$ cat src/rtl/escape_sequence_decoder_assert.svh
// Assertion macros used by the escape decoder result queue.
`ifndef ESCAPE_SEQUENCE_DECODER_ASSERT_SVH
`define ESCAPE_SEQUENCE_DECODER_ASSERT_SVH

// Same-cycle implication, checked out of reset.
`define ESCD_ASSERT_IMP(label, ante, cons, msg) \
    label: assert property (@(posedge i_clk) disable iff (!i_rst_n) \
        (ante) |-> (cons)) else $error(msg);

// Next-cycle implication, checked out of reset.
`define ESCD_ASSERT_NXT(label, ante, cons, msg) \
    label: assert property (@(posedge i_clk) disable iff (!i_rst_n) \
        (ante) |=> (cons)) else $error(msg);

`endif

$ cat src/rtl/escd_pkg.sv
// Types and constants of the escape sequence decoder.
package escd_pkg;

    localparam logic [7:0] CH_BSL   = 8'h5C;
    localparam logic [7:0] CH_N     = 8'h6E;
    localparam logic [7:0] CH_R     = 8'h72;
    localparam logic [7:0] CH_T     = 8'h74;
    localparam logic [7:0] CH_QUOTE = 8'h22;
    localparam logic [7:0] CH_I     = 8'h69;
    localparam logic [7:0] CH_HASH  = 8'h23;
    localparam logic [7:0] CH_ZERO  = 8'h30;
    localparam logic [7:0] CH_SEVEN = 8'h37;

    localparam logic [7:0] BYTE_LF   = 8'h0A;
    localparam logic [7:0] BYTE_CR   = 8'h0D;
    localparam logic [7:0] BYTE_TAB  = 8'h09;
    localparam logic [7:0] BYTE_ADDR = 8'hFF;
    localparam logic [7:0] BYTE_LINE = 8'hFE;
    localparam logic [7:0] BYTE_TERM = 8'h00;

    localparam logic [1:0] OCT_MAX_DIGITS = 2'd3;

    localparam int OQ_DEPTH = 4;
    localparam int OQ_AW    = 2;
    localparam int OQ_CW    = 3;

    typedef struct packed {
        logic [7:0] data;
        logic       last;
    } t_oq_word;

    // Words produced by one accepted character, w0 first.
    typedef struct packed {
        logic [1:0] cnt;
        t_oq_word   w0;
        t_oq_word   w1;
    } t_dec_res;

endpackage

$ cat src/rtl/escape_sequence_decoder.sv
// Top level of the backslash escape decoder.
// One text character is taken per word on the slave side and decoded at once into zero, one or
// two bytes, which enter a four-word result queue; with the queue empty, the first byte appears
// on the master side in the cycle after the character is taken. A character is taken in any
// cycle in which the queue has room for two words, so characters that give no byte or one byte
// flow at one per cycle while the master side takes each byte, whereas those giving two bytes (an
// unknown escape, a number closed by a plain character, end of text after a number) fill the
// queue faster than the single-word output port drains it and so hold back the slave side.
module escape_sequence_decoder
    import escd_pkg::*;
(
    input  logic       i_clk,
    input  logic       i_rst_n,
    input  logic       i_s_axis_tvalid,
    output logic       o_s_axis_tready,
    input  logic [7:0] i_s_axis_tdata,   // [7:0] char_in
    input  logic       i_s_axis_tuser,   // [0] end_of_text
    output logic       o_m_axis_tvalid,
    input  logic       i_m_axis_tready,
    output logic [7:0] o_m_axis_tdata,   // [7:0] byte_out
    output logic       o_m_axis_tlast    // is_last
);

    logic     take;
    logic     room2;
    logic     pop;
    t_dec_res res;
    t_oq_word head;

    assign take = i_s_axis_tvalid && room2;
    assign pop  = o_m_axis_tvalid && i_m_axis_tready;

    escd_decode u_decode (
        .i_clk   (i_clk),
        .i_rst_n (i_rst_n),
        .i_take  (take),
        .i_char  (i_s_axis_tdata),
        .i_eot   (i_s_axis_tuser),
        .o_res   (res)
    );

    escd_outq u_outq (
        .i_clk   (i_clk),
        .i_rst_n (i_rst_n),
        .i_res   (res),
        .o_room2 (room2),
        .o_valid (o_m_axis_tvalid),
        .i_pop   (pop),
        .o_word  (head)
    );

    assign o_s_axis_tready = room2;
    assign o_m_axis_tdata  = head.data;
    assign o_m_axis_tlast  = head.last;

endmodule

$ cat src/rtl/escd_decode.sv
// Escape state registers and the per-character decode logic.
module escd_decode
    import escd_pkg::*;
(
    input  logic       i_clk,
    input  logic       i_rst_n,
    input  logic       i_take,
    input  logic [7:0] i_char,
    input  logic       i_eot,
    output t_dec_res   o_res
);

    logic       r_in_esc, n_in_esc;
    logic [8:0] r_oct,    n_oct;
    logic [1:0] r_dcnt,   n_dcnt;

    logic       is_bsl;
    logic       is_digit;
    t_dec_res   res;

    assign is_bsl   = (i_char == CH_BSL);
    assign is_digit = (i_char >= CH_ZERO) && (i_char <= CH_SEVEN);

    always_comb begin
        n_in_esc = r_in_esc;
        n_oct    = r_oct;
        n_dcnt   = r_dcnt;
        res.cnt  = 2'd0;
        res.w0   = '{data: BYTE_TERM, last: 1'b0};
        res.w1   = '{data: BYTE_TERM, last: 1'b0};
        if (i_eot) begin
            n_in_esc = 1'b0;
            n_oct    = 9'd0;
            n_dcnt   = 2'd0;
            // pending number goes out ahead of the terminator
            if (r_in_esc && (r_dcnt != 2'd0)) begin
                res.w0.data = r_oct[7:0];
                res.w1      = '{data: BYTE_TERM, last: 1'b1};
                res.cnt     = 2'd2;
            end else begin
                res.w0      = '{data: BYTE_TERM, last: 1'b1};
                res.cnt     = 2'd1;
            end
        end else if (!r_in_esc) begin
            if (is_bsl) begin
                n_in_esc = 1'b1;
                n_oct    = 9'd0;
                n_dcnt   = 2'd0;
            end else begin
                res.w0.data = i_char;
                res.cnt     = 2'd1;
            end
        end else if (r_dcnt != 2'd0) begin
            if (is_digit && (r_dcnt != OCT_MAX_DIGITS)) begin
                n_oct  = {r_oct[5:0], i_char[2:0]};
                n_dcnt = r_dcnt + 2'd1;
            end else begin
                // number ends; the ending character is plain text
                res.w0.data = r_oct[7:0];
                res.cnt     = 2'd1;
                n_oct       = 9'd0;
                n_dcnt      = 2'd0;
                if (is_bsl) begin
                    n_in_esc = 1'b1;
                end else begin
                    n_in_esc    = 1'b0;
                    res.w1.data = i_char;
                    res.cnt     = 2'd2;
                end
            end
        end else if (is_digit) begin
            n_oct  = {6'd0, i_char[2:0]};
            n_dcnt = 2'd1;
        end else begin
            n_in_esc = 1'b0;
            n_oct    = 9'd0;
            n_dcnt   = 2'd0;
            res.cnt  = 2'd1;
            unique case (i_char)
                CH_N:     res.w0.data = BYTE_LF;
                CH_R:     res.w0.data = BYTE_CR;
                CH_T:     res.w0.data = BYTE_TAB;
                CH_QUOTE: res.w0.data = CH_QUOTE;
                CH_BSL:   res.w0.data = CH_BSL;
                CH_I:     res.w0.data = BYTE_ADDR;
                CH_HASH:  res.w0.data = BYTE_LINE;
                default: begin
                    // unknown escape: backslash then the character
                    res.w0.data = CH_BSL;
                    res.w1.data = i_char;
                    res.cnt     = 2'd2;
                end
            endcase
        end
    end

    always_ff @(posedge i_clk) begin
        if (!i_rst_n) begin
            r_in_esc <= 1'b0;
            r_oct    <= 9'd0;
            r_dcnt   <= 2'd0;
        end else if (i_take) begin
            r_in_esc <= n_in_esc;
            r_oct    <= n_oct;
            r_dcnt   <= n_dcnt;
        end
    end

    always_comb begin
        o_res     = res;
        o_res.cnt = i_take ? res.cnt : 2'd0;
    end

endmodule

$ cat src/rtl/escd_outq.sv
// Four-word result queue: takes up to two words a cycle, gives at most one.
module escd_outq
    import escd_pkg::*;
(
    input  logic       i_clk,
    input  logic       i_rst_n,
    input  t_dec_res   i_res,
    output logic       o_room2,
    output logic       o_valid,
    input  logic       i_pop,
    output t_oq_word   o_word
);

    `include "escape_sequence_decoder_assert.svh"

    t_oq_word              r_mem [OQ_DEPTH];
    logic [OQ_AW-1:0]      r_wp, n_wp;
    logic [OQ_AW-1:0]      r_rp, n_rp;
    logic [OQ_CW-1:0]      r_count, n_count;
    logic [OQ_AW-1:0]      wp1;

    assign wp1 = r_wp + {{(OQ_AW-1){1'b0}}, 1'b1};

    always_comb begin
        n_wp    = r_wp + i_res.cnt[OQ_AW-1:0];
        n_rp    = i_pop ? (r_rp + {{(OQ_AW-1){1'b0}}, 1'b1}) : r_rp;
        n_count = r_count + {{(OQ_CW-2){1'b0}}, i_res.cnt}
                  - {{(OQ_CW-1){1'b0}}, i_pop};
    end

    always_ff @(posedge i_clk) begin
        if (!i_rst_n) begin
            r_wp    <= '0;
            r_rp    <= '0;
            r_count <= '0;
        end else begin
            r_wp    <= n_wp;
            r_rp    <= n_rp;
            r_count <= n_count;
        end
    end

    always_ff @(posedge i_clk) begin
        if (i_res.cnt != 2'd0) begin
            r_mem[r_wp] <= i_res.w0;
        end
        if (i_res.cnt == 2'd2) begin
            r_mem[wp1] <= i_res.w1;
        end
    end

    assign o_room2 = (r_count <= OQ_CW'(OQ_DEPTH - 2));
    assign o_valid = (r_count != '0);
    assign o_word  = r_mem[r_rp];

    `ESCD_ASSERT_IMP(a_oq_bound, 1'b1, r_count <= OQ_CW'(OQ_DEPTH), "result queue overfilled")
    `ESCD_ASSERT_NXT(a_oq_two, (i_res.cnt == 2'd2) && !i_pop,
                     r_count == $past(r_count) + 3'd2, "pair push lost")
    `ESCD_ASSERT_NXT(a_oq_pop, (i_res.cnt == 2'd0) && i_pop,
                     r_count == $past(r_count) - 3'd1, "pop miscounted")
    `ESCD_ASSERT_NXT(a_oq_hold, (i_res.cnt == 2'd0) && !i_pop,
                     $stable(r_count) && $stable(r_rp), "queue moved when idle")

endmodule

$ cat config.mk
export PLATFORM = sky130hd
export DESIGN_NAME = escape_sequence_decoder
export DESIGN_NICKNAME = d
export VERILOG_FILES = /design/src/rtl/escd_pkg.sv /design/src/rtl/escape_sequence_decoder.sv /design/src/rtl/escd_decode.sv /design/src/rtl/escd_outq.sv
export VERILOG_INCLUDE_DIRS = /design/src /design/src/rtl
export SDC_FILE = /design/constraint.sdc
export NUM_CORES = 1
export LEC_CHECK = 0
export ABC_CLOCK_PERIOD_IN_PS = 2700
export BUFFER_PORTS_ARGS = -buffer_cell sky130_fd_sc_hd__buf_4
export CORE_MARGIN = 1
export CORE_UTILIZATION = 55
export CTS_CLUSTER_SIZE = 24
export DETAILED_ROUTE_END_ITERATION = 7
export PLACE_DENSITY = 0.8
export SLEW_MARGIN = 0
export SYNTH_ARGS = -nofsm -noshare
export SYNTH_HDL_FRONTEND = slang
export SYNTH_SLANG_ARGS = --single-unit
$ cat constraint.sdc
create_clock -name i_clk -period 2.7 [get_ports i_clk]
set_input_delay 0.54 -clock i_clk [delete_from_list [all_inputs] [get_ports i_clk]]
set_output_delay 0.54 -clock i_clk [all_outputs]
set_load 0.02 [all_outputs]
==> impl_metrics.ini, run 1 <==
[sta]
slew_headroom = 0.475
min_period_over_period = 0.953
skew_ns = 0.00978
setup_viol = 0
min_period_ns = 2.57
worst_pin_slew_ns = 0.782
hold_violations = 0
fin_tns_setup_ns = 0
clock.fmax_mhz = 389
worst_slack_ns = 0.127
rsz0062_at_grt = no
slew_violations = 0

[synth]
synth.yosys.seq_area_share = 0.442
syn_area_mm2 = 0.00335
ys_ff_latch = 56
ys.flop_type = edfxtp_1
synth.top_cell.area_share = 0.323
synth.area.top_cells = edfxtp_1 (32%), dfxtp_1 (12%), mux2i_1 (8.4%)
yosysWarnings = 0
syn_inst = 294
ys_types = 64
synth-async-reset-ratio = 0
syn_area_per_cell_um2 = 11.4
syn-num-nets = 314
synth_top_area_cell = edfxtp_1
synth_edf_count = 36

[grt]
track_usage = 0.265
grt_pass1_wl_mm = 12.6
overflow = 0
grt_pass1_vias = 2564
grt_max_degree = 20
antenna_found_initial = 0

[critical_path]
path_max_fanout = 5
cp.required_ns = 2.91
cp_top_family = simple AND/OR/NAND/NOR gates
crit_path_cell_trace = buf_4, nand3b_2, or4_4, nand3_4, buf_4, o32ai_4, nand2_2, ha_4, fa_2, xor2_1, xnor2_1, and2_1
critical_path_class = input pin to register
r2r_cells = 11
end_kind = register
crit_top_cell = buf_4
r2r_start = u_decode.r_dcnt[0]
slowest_stage = or4_4
critPathMaxStageDelay_ns = 0.55
arrival_ns = 2.78
reg2reg_slack_ns = 0.15
reg2reg_to = u_outq.r_count[2]
path_buf_inv = 2
startpoint_type = input pin

[drt]
drt-wirelength-per-cell_um = 17.5
wl_mm = 7.68
drt_iter0_drc = 195
viasPerCell = 5.93
first_pass_iters = 4
drtAntennaViolNets = 0
drc = 0
dr_total_vias = 2597

[die]
dieHeight_um = 80.0
io_pins = 24
core_mm2 = 0.00589
die_x_um = 80.0
dieArea_mm2 = 0.00640
rows = 28
initial_core_util = 0.569

[clock_tree]
cts-root-buf = clkbuf_8
cts_setup_buffers = 0
cts_buffers = 5
holdBufCountCts = 0
insertion_delay_ns = 0.31
cts.sinks = 56
cts_buffer_depth = 2
clkSlewWorstSetupHoldPaths_ns = 0.10
cts_tree = yes
ctsHtreeMaxLevel = 2
cts-resized-gates = 0

[power]
vdd_ir_drop_max_v = 0.000330
power_density_mw_per_mm2 = 578
internal-power_uw = 1610
switching_power_uw = 754
combPwrFrac = 0.335
p_leak_uw = 0.00152
power.share.clock = 0.194
seqPwrFrac = 0.471
total_power_uw = 2360
sw_frac_of_total = 0.319

[outcome]
outcome = finished, final reports clean

[finish]
drive_gt1_frac = 0.322
layout_commonest_cell = buf_4
final_cell_area_mm2 = 0.00409
antenna_cells = 0
final_cell_mix = buf_4 (76), edfxtp_1 (36), nand2_1 (29)
area_growth_pct = 22.2
nFillCells = 456
final_nets = 382
final_cells = 438

[place]
dp.cells = 430
place_ws_ns = -0.205
gp_congestion = 0.947
io_buffers = 23
hpwl_mm = 6.07
post_dp_cell_area_mm2 = 0.00400

[worst_hold_path]
holdPathStages = 2
hold_path.startpoint = u_decode.r_oct[2]
whs_endpoint = u_decode.r_oct[2]
hold_class = register to register

[flow_run]
cap_violations = 0
metrics by stage:
step                      utilization  hold slack, ns
after floorplan                     -           0.453
after global placement          0.680           0.475
after detailed placement        0.680           0.500
after CTS                       0.695           0.514
after global routing            0.695           0.533
final                           0.695           0.513
layer usage:
layer  vias up  routed length, um  track usage
met5         -                  0            0
met4         0                131       0.0786
met3        13                256       0.0331
met2        67               3920        0.459
met1      1266               3380        0.347
li1       1251                  -            -
worst max path at each step:
stage / startpoint / end / slack [ns] / cells after the start
2_1_floorplan: i_s_axis_tdata[7] / u_outq.r_count[2] / -0.002 / 10
3_3_place_gp: i_s_axis_tdata[7] / u_outq.r_count[2] / -0.15 / 12
3_5_place_dp: i_s_axis_tdata[7] / u_outq.r_count[2] / -0.20 / 12
4_1_cts: i_s_axis_tdata[7] / u_outq.r_count[2] / 0.12 / 12
5_1_grt: u_decode.r_dcnt[0] / u_outq.r_count[2] / 0.01 / 11
6_report: i_s_axis_tdata[7] / u_outq.r_count[2] / 0.13 / 12
registers in the layout, indices dropped and copies added, names as in the netlist, named ones only:
name / cells
u_outq.r_count: 3
u_decode.r_oct: 8
u_outq.r_rp: 2
u_outq.r_wp: 2
u_decode.r_dcnt: 2
u_outq.r_mem: 36
u_decode.r_in_esc: 1
power by group through the flow:
stage          logic [uW]  clock network, uW  registers [uW]
6_report              792                458            1110
5_1_grt               870                491            1130
4_1_cts               801                464            1120
3_5_place_dp          797                  0            1130
3_3_place_gp          773                  0            1130
2_1_floorplan         560                  0            1080
synthesized netlist by cell type, drive strengths merged (4+ instances only):
| cell type | count |
|---|---|
| edfxtp | 36 |
| nand2 | 31 |
| mux2i | 28 |
| dfxtp | 20 |
| a21oi | 14 |
| nor2b | 12 |
| nand3 | 11 |
| and2 | 9 |
| inv | 9 |
| mux4 | 9 |
| nor2 | 9 |
| a22oi | 8 |
| buf | 8 |
| clkbuf | 8 |
| o21ai | 7 |
| ha | 6 |
| a221oi | 4 |
| mux2 | 4 |
| nor3 | 4 |
| o21a | 4 |
worst register-to-register path: stages, from the launching register on:
cell	delay, ns
dfxtp_1	0.38
inv_1	0.06
ha_1	0.28
and3_1	0.18
a221oi_1	0.30
o211a_1	0.24
ha_1	0.15
inv_1	0.05
fa_2	0.38
xor2_1	0.15
xnor2_1	0.12
and2_1	0.16
cell type report:
class	instances	area, um^2	share of cell area
tap	75	93.8	0.0229
inverter	9	33.8	0.00826
multi-input combinational	213	1800	0.441
sequential	56	1480	0.362
timing repair buffer	77	591	0.144
clock inverter	2	16.3	0.00398
clock buffer	6	72.6	0.0177
cells by family after synthesis:
family	Yosys count	share of synthesized area
muxes	41	0.160
DFF	56	0.442
and+or+nand+nor	96	0.175
buffers and inverters	25	0.0366
adders and majority gates	7	0.0284
xor gates and xnor gates	6	0.0157
AOI/OAI and AO/OA	63	0.142
No activity file was read; power rests on OpenSTA's default activity.
==> run 2: changes to the inputs <==
SYNTH_HIERARCHICAL = 1   (was default)
==> impl_metrics.ini, run 2 <==
[flow_run]
cap_violations = 0

[critical_path]
startpoint_type = input pin
path_max_fanout = 6
critical_path_class = input pin to register
arrival_ns = 2.88
cp.required_ns = 2.77
end_kind = register

[finish]
layout_commonest_cell = buf_4
final_util = 0.742
final_nets = 381
regMostFlops = u_outq/r_mem
final_cells = 437
largest_reg_flops = 36
area_growth_pct = 28.9
top_regs = u_outq/r_mem x36, u_decode/r_oct x8, u_outq/r_count x3
drive_gt1_frac = 0.431
antenna_cells = 0
final_cell_mix = buf_4 (64), edfxtp_1 (36), mux2_4 (28)

[die]
dieArea_mm2 = 0.00659
rows = 28
dieHeight_um = 81.2
core_mm2 = 0.00599
die_x_um = 81.2
io_pins = 24
initial_core_util = 0.575

[power]
vdd_ir_drop_max_v = 0.000377
total_power_uw = 2560
p_leak_uw = 0.00167
power_density_mw_per_mm2 = 577

[clock_tree]
cts-root-buf = clkbuf_8
cts_buffers = 5
clkSlewWorstSetupHoldPaths_ns = 0.09
cts_tree = yes
cts_buffer_depth = 2
ctsHtreeMaxLevel = 2
cts.sinks = 56
holdBufCountCts = 0
insertion_delay_ns = 0.32

[synth]
synth_common_cells = edfxtp_1 (36), mux2_2 (28), dfxtp_1 (20), nand2_1 (19), nor2_1 (15)
synth_top_area_cell = edfxtp_1
synth_edf_count = 36
yosysMostFrequentCell = edfxtp_1
synth.yosys.seq_area_share = 0.430
yosysWarnings = 6
ys.flop_type = edfxtp_1
synth-async-reset-ratio = 0
syn_inst = 298
synth.top_cell.area_share = 0.314
ys_types = 63
synth.area.top_cells = edfxtp_1 (31%), dfxtp_1 (12%), mux2_2 (9.2%)
syn_area_per_cell_um2 = 11.6
syn-num-nets = 318
ys_ff_latch = 56
syn_area_mm2 = 0.00345

[sta]
rsz0062_at_grt = yes
hold_violations = 0
worst_pin_slew_ns = 0.833
worst_slack_ns = -0.113
setup_viol = 60
fin_tns_setup_ns = -2.87
min_period_ns = 2.81
slew_headroom = 0.437
min_period_over_period = 1.04
slew_violations = 0
clock.fmax_mhz = 356
skew_ns = 0.0155

[place]
dp.cells = 421
gp_congestion = 0.929
io_buffers = 23
hpwl_mm = 6.06
place_ws_ns = -0.559

[drt]
dr_total_vias = 2623
first_pass_iters = 4
drt_iter0_drc = 182
drtAntennaViolNets = 0
drt-wirelength-per-cell_um = 19.3
wl_mm = 8.45
drc = 0
viasPerCell = 6.00

[grt]
grt_pass1_wl_mm = 13.2
grt_max_degree = 17
overflow = 0
antenna_found_initial = 0
grt_pass1_vias = 2695
track_usage = 0.274

[worst_hold_path]
hold_class = register to register

[outcome]
outcome = finished with violations
violations = negative setup slack
-- run 2: critical path, stage by stage --
cell       delay, ns
buf_6           0.09
nand4bb_4       0.21
or4_4           0.47
nor2_4          0.14
mux2_4          0.31
o21a_4          0.24
nor4bb_4        0.35
buf_4           0.22
mux2_4          0.30
-- run 2: per-layer routing --
layer  share of wire  up-vias  global-route usage
met2            0.52       89               0.494
li1                -     1241                   -
met5               0        -                   0
met1            0.42     1281               0.328
met4           0.017        0               0.104
met3           0.047       12              0.0404
-- run 2: worst paths after layout --
kind | start | to | slack, ns | cells past startpoint
setup / recovery | i_s_axis_tdata[0] | u_outq/r_mem[3][7] | -0.11 | 9
hold / removal | u_decode/r_oct[5] | u_decode/r_oct[5] | 0.47 | 2
setup reg to reg | u_decode/r_dcnt[0] | u_outq/r_mem[3][7] | 0.03 | 8
hold reg to reg | u_decode/r_oct[5] | u_decode/r_oct[5] | 0.47 | 2
-- run 2: cells by family after synthesis --
| group | synth area share |
|---|---|
| multiplexers | 0.192 |
| flip-flops | 0.430 |
| AND/OR/NAND/NOR | 0.160 |
| buffers and inverters | 0.0447 |
| XOR/XNOR | 0.0182 |
| AO/OA/AOI/OAI | 0.127 |
| adder cells (fa/ha/maj) | 0.0276 |
-- run 2: layout make-up --
type                       count  area (um^2)
clock buffer                   8          101
sequential                    56         1480
inverter                      14         52.6
timing repair buffer          75          639
fill                         395         1550
tap                           75         93.8
multi-input combinational    209         2070
-- run 2: what timing repair did --
action	in CTS	in global routing
setup buffers	4	2
gates resized for setup	28	13
cloned	2	1
setup endpoints to repair	74	74
pin swaps	5	6
-- run 2: report_power, final --
part | internal (uW) | switching [uW] | leakage, uW
Clock | 241 | 270 | 0.0000506
Combinational | 495 | 427 | 0.00112
Sequential | 1020 | 105 | 0.000497
Total | 1760 | 803 | 0.00167
-- run 2: stage by stage --
stage	hold slack, ns	instance area (um^2)
2_1_floorplan	0.441	3570
3_3_place_gp	0.456	4100
3_5_place_dp	0.460	4100
4_1_cts	0.472	4350
5_1_grt	0.506	4440
6_report	0.471	4440
